--- src/rtl/cvh_ram.sv ---
module cvh_ram #(
  parameter int Width = 32,
  parameter int Depth = 64
) (
  input  logic                     clk_i,
  input  logic                     we_i,
  input  logic [$clog2(Depth)-1:0] waddr_i,
  input  logic [Width-1:0]         wdata_i,
  input  logic [$clog2(Depth)-1:0] raddr_i,
  output logic [Width-1:0]         rdata_o
);

  logic [Width-1:0] mem_q [Depth];
  logic [Width-1:0] rdata_q;

  always_ff @(posedge clk_i) begin
    if (we_i) begin
      mem_q[waddr_i] <= wdata_i;
    end
    rdata_q <= mem_q[raddr_i];
  end

  assign rdata_o = rdata_q;

endmodule

--- config.mk ---
export PLATFORM = sky130hd
export DESIGN_NAME = cvh_ram
export DESIGN_NICKNAME = d
export VERILOG_FILES = /design/src/rtl/cvh_ram.sv
export SDC_FILE = /design/constraint.sdc
export NUM_CORES = 2
export LEC_CHECK = 0
export ABC_CLOCK_PERIOD_IN_PS = 9400
export BUFFER_PORTS_ARGS = -buffer_cell sky130_fd_sc_hd__clkbuf_2
export CELL_PAD_IN_SITES_DETAIL_PLACEMENT = 2
export CELL_PAD_IN_SITES_GLOBAL_PLACEMENT = 2
export CORE_ASPECT_RATIO = 2
export CORE_MARGIN = 1
export CORE_UTILIZATION = 40
export CTS_BUF_LIST = sky130_fd_sc_hd__clkbuf_4
export DETAILED_ROUTE_END_ITERATION = 10
export GPL_ROUTABILITY_DRIVEN = 0
export PLACE_DENSITY = 0.74
export SLEW_MARGIN = 0
export SYNTH_ARGS = -nofsm -noshare
export SYNTH_HDL_FRONTEND = slang
export SYNTH_SLANG_ARGS = --single-unit
--- constraint.sdc ---
create_clock -name clk_i -period 9.4 [get_ports clk_i]
set_input_delay 0.47 -clock clk_i [delete_from_list [all_inputs] [get_ports clk_i]]
set_output_delay 0.47 -clock clk_i [all_outputs]
set_load 0.01 [all_outputs]
Yosys cells after proc, flatten, opt, wreduce, memory -nomap -nowiden. Memories as Yosys holds them, arrays and structs flattened. A register that Yosys moved wholly into a read port is not among the register bits. Index checks and enable logic that the tools add are counted.

Output and inout bits: 32. Flip-flop bits (word level): 0. Memory bits (writable): 2048. Input port bits: 46. Word-level logic and storage cells: 3. Memories kept: 1.

Multiplexer cells: 2.

Memory list: mem_q (words 64, bits a word 32, rd ports 1, clocked after Yosys merged registers in 1, write ports 1, line 13) `logic [Width-1:0] mem_q [Depth];`.

Operators with widths (count): $mux W1 (2).

Depth between registers and ports, before layout.
Word-level depth: 2. Depth in mapped cells: 10. Mapped depth without buffers: 5.

Worst setup path after synthesis. No wires, ideal clock.

Path kind: input to register. Start: in waddr_i[3]. End: mem mem_q[48][0] (enable). Library setup time: 461 ps. Buffers on the path: 1. Required time: 8939 ps. Data arrival time: 3169 ps. Stages: 4. Setup slack: 5770 ps. Cells stage by stage: clkbuf_1 > nor2b_1 > nand4b_1 > nor3_1.

RTL lines: from (decl) (line 7) `input logic [$clog2(Depth)-1:0] waddr_i,`; to (decl) (line 13).

Straight into the memory's write port.

==> metrics.md <==
| Metric | Value |
|---|---|
| Crit path required time | `10,550 ps` |
| CORE AREA | `195,000 µm²` |
| Max-cap violations | `1` |
| Mapped Area | `78,500 µm²` |
| Clock Tree Root | `clkbuf_4` |
| Die width | `315 µm` |
| Post-Route Utilization | `0.455` |
| Clock Skew | `112 ps` |
| Die H | `629 µm` |
| CTS tree | `yes` |
| CP cell instances | `dlygate4sd3_1 -> buf_6 -> buf_4 -> buf_4 -> nand3b_1 -> o221ai_1 -> a21oi_1 -> a21oi_1 -> nor2_1` |
| Row cnt | `229` |
| Largest net degree at the start of global routing | `131` |
| Vias in the first global route | `44.9k` |
| Initial DRC count | `4,688` |
| Drt first pass iters | `10` |
| Share of cells above drive strength 1 | `0.362` |
| Pwr Density | `209 nW/µm²` |
| Fin nets | `3,886` |
| Asr flop ratio synth | `0` |
| Compound-Gate Fraction of Synth Area | `0.0167` |
| Setup TNS | `0 ps` |
| Busiest grt layer | `met2` |
| First-pass GRT wire length | `373 mm` |
| Final Cycle Share | `0.355` |
| Syn_nets | `3,370` |
| Main combinational cell family by area after synthesis | `multiplexers` |
| Startpoint types | `input pin` |
| Crit path arrival time | `4490 ps` |
| Synth Register Bits | `2,080` |
| Clock transition at path regs | `80 ps` |
| TritonCTS buffer count | `454` |
| Dpl hpwl | `149 mm` |
| Distinct cells, synth | `34` |
| Synth Area in Adders | `0` |
| Sink Count | `2,080` |
| RSZ-0062 raised after global routing | `no` |
| Fmax | `300 MHz` |
| Area growth from synthesis to layout | `13.0%` |
| Syn avg cell area | `23.6 µm²` |
| Initial antenna violation count | `13` |
| Final Max Tran Viols | `65` |
| # setup viols final | `0` |
| Violated checks | `DRC, capacitance limit, slew limit` |
| Slowest library cell on the worst path | `nand3b_1` |
| Worst path max stage delay | `590 ps` |
| Crit end category | `flip-flop` |
| Post-synthesis sequential area ratio | `0.791` |
| CP Class | `in2reg` |
| Final Hold Vio Count | `0` |
| Period minus WS final | `3340 ps` |
| Critical path peak fanout | `35` |
| Starting Density | `0.403` |
| Yosys warns | `0` |
| Vias | `40.8k` |
| Clock tree buffer depth | `4` |
| Met1 usage | `0.321` |
| Hold crit path type | `in2reg` |
| Die area | `198,000 µm²` |
| Synth Instances | `3,324` |
| Simple logic cell fraction of the synthesized area | `0.0127` |
| Remaining Overflow, GRT | `0` |
| Number of port buffers | `77` |
| WL final | `272 mm` |
| Routed Antenna Nets | `0` |
| # DRC | `3` |
| H-tree levels | `5` |
| Maximum vdd drop | `0.0915 mV` |
| Post-synthesis mux area share | `0.168` |
| Worst skew pair latency | `1310 ps` |
| Status | `finished, violations left` |
| GRT met3 Usage | `0.0449` |
| Leak | `27.9 nW` |
| M2 GR Usage | `0.480` |
| Post-synth EDFFs | `2,048` |
| Vias/cell | `6.05` |
| Post-synth top flop | `edfxtp_1` |
| Slew headroom | `-0.0151` |
| WL/cell | `40.4 µm` |
| PostCTS Resize Cnt | `0` |
| Global Route Usage Sum | `0.276` |
| XOR/XNOR share of the synthesized area | `0` |
| Measured slew at the worst slew-check pin | `1520 ps` |
| # IOs | `78` |
==> cell usage in the layout (no fill, tap or decap), types with 36 or more instances in the layout <==
| cell | Yosys | layout |
|---|---|---|
| edfxtp_1 | 2048 | 2048 |
| clkbuf_4 | 0 | 648 |
| mux4_2 | 544 | 544 |
| buf_4 | 25 | 121 |
| clkinv_1 | 0 | 104 |
| mux2i_1 | 93 | 93 |
| o22ai_1 | 84 | 84 |
| nor2_1 | 137 | 75 |
| clkbuf_2 | 0 | 70 |
| a21oi_1 | 62 | 62 |
| nor2_4 | 0 | 62 |
| clkinv_2 | 0 | 38 |
| dlygate4sd3_1 | 0 | 36 |
==> metal layers <==
metal,routed length [µm],vias to the layer above
li1,-,15500
met1,95200,22400
met2,142000,2272
met3,17800,624
met4,17400,6
met5,34,-
==> registers in the layout, indices dropped and copies added (netlist names) <==
signal,flops
mem_q,2048
rdata_o,32
==> where the power goes <==
part	total (W)	internal (W)	switching, W
logic	0.00106	0.000351	0.000713
registers	0.0103	0.0103	0.0000503
clock network	0.00713	0.00326	0.00388
total	0.0185	0.0139	0.00464
==> worst max-delay path: cells and delay by family <==
family	cells	cell delay (ps)
AO/OA/AOI/OAI	3	870
buffers and inverters	4	2050
AND/OR/NAND/NOR	2	940
==> what timing repair did <==
action	in CTS	in global routing
endpoints found under the hold margin	1858	128
hold buffers	34	2
setup buffers	0	0
==> final timing paths <==
path         slack, ps  depth (start not counted)          start             to
max reg2reg       6920                          5   mem_q[15][5]     rdata_o[5]
max               6060                          9     raddr_i[3]     rdata_o[6]
min                190                          3     waddr_i[0]  mem_q[51][28]
min reg2reg        970                          5  mem_q[58][17]    rdata_o[17]
==> logic make-up (layout without fill, tap and decap cells) <==
family,count (synthesis),after routing
AO/OA/AOI/OAI,202,202
other,0,14
AND/OR/NAND/NOR,223,223
buffers and inverters,182,1042
flip-flops,2080,2080
multiplexers,637,637
==> area by class of cell <==
class	instances	area, µm²
clock inverters	152	697
well taps	2541	3180
fillers	17500	106000
diodes	14	35.0
flip-flops and latches	2080	62100
clock buffers	648	4860
multi-input cells	1062	16000
repair buffers	242	1850
==> cells in the mapped netlist, drive strengths merged (3+ instances only) <==
| master | instances | area [µm²] |
|---|---|---|
| nor2b | 15 | 93.8 |
| o32ai | 4 | 35.0 |
| o22ai | 84 | 526 |
| mux4 | 544 | 12300 |
| a311oi | 8 | 70.1 |
| a22oi | 12 | 90.1 |
| dfxtp | 32 | 641 |
| or3b | 5 | 43.8 |
| nor2 | 137 | 514 |
| nand2b | 8 | 50.1 |
| and3 | 4 | 25.0 |
| edfxtp | 2048 | 61500 |
| nor3 | 7 | 35.0 |
| o221ai | 27 | 236 |
| mux2i | 93 | 931 |
| a41o | 4 | 40.0 |
| buf | 108 | 608 |
| clkbuf | 74 | 278 |
| nand2 | 26 | 97.6 |
| nand3b | 5 | 37.5 |
| a21oi | 62 | 310 |
| nand3 | 5 | 25.0 |
| or3 | 3 | 18.8 |
| or2 | 3 | 18.8 |
==> metrics by stage <==
| stage | power (W) | area (µm²) | worst slack, ps | cells | hold slack (ps) |
|---|---|---|---|---|---|
| global placement | 0.0115 | 82700 | 5100 | 5887 | 786 |
| detailed placement | 0.0116 | 82700 | 4930 | 5887 | 859 |
| floorplan | 0.0110 | 78500 | 5770 | 3324 | 569 |
| finish | 0.0185 | 88700 | 6060 | 6739 | 186 |
| CTS | 0.0187 | 88600 | 6280 | 6721 | 51.7 |
| global route | 0.0190 | 88700 | 5980 | 6731 | 121 |
Power figures use the tool's default switching activity.
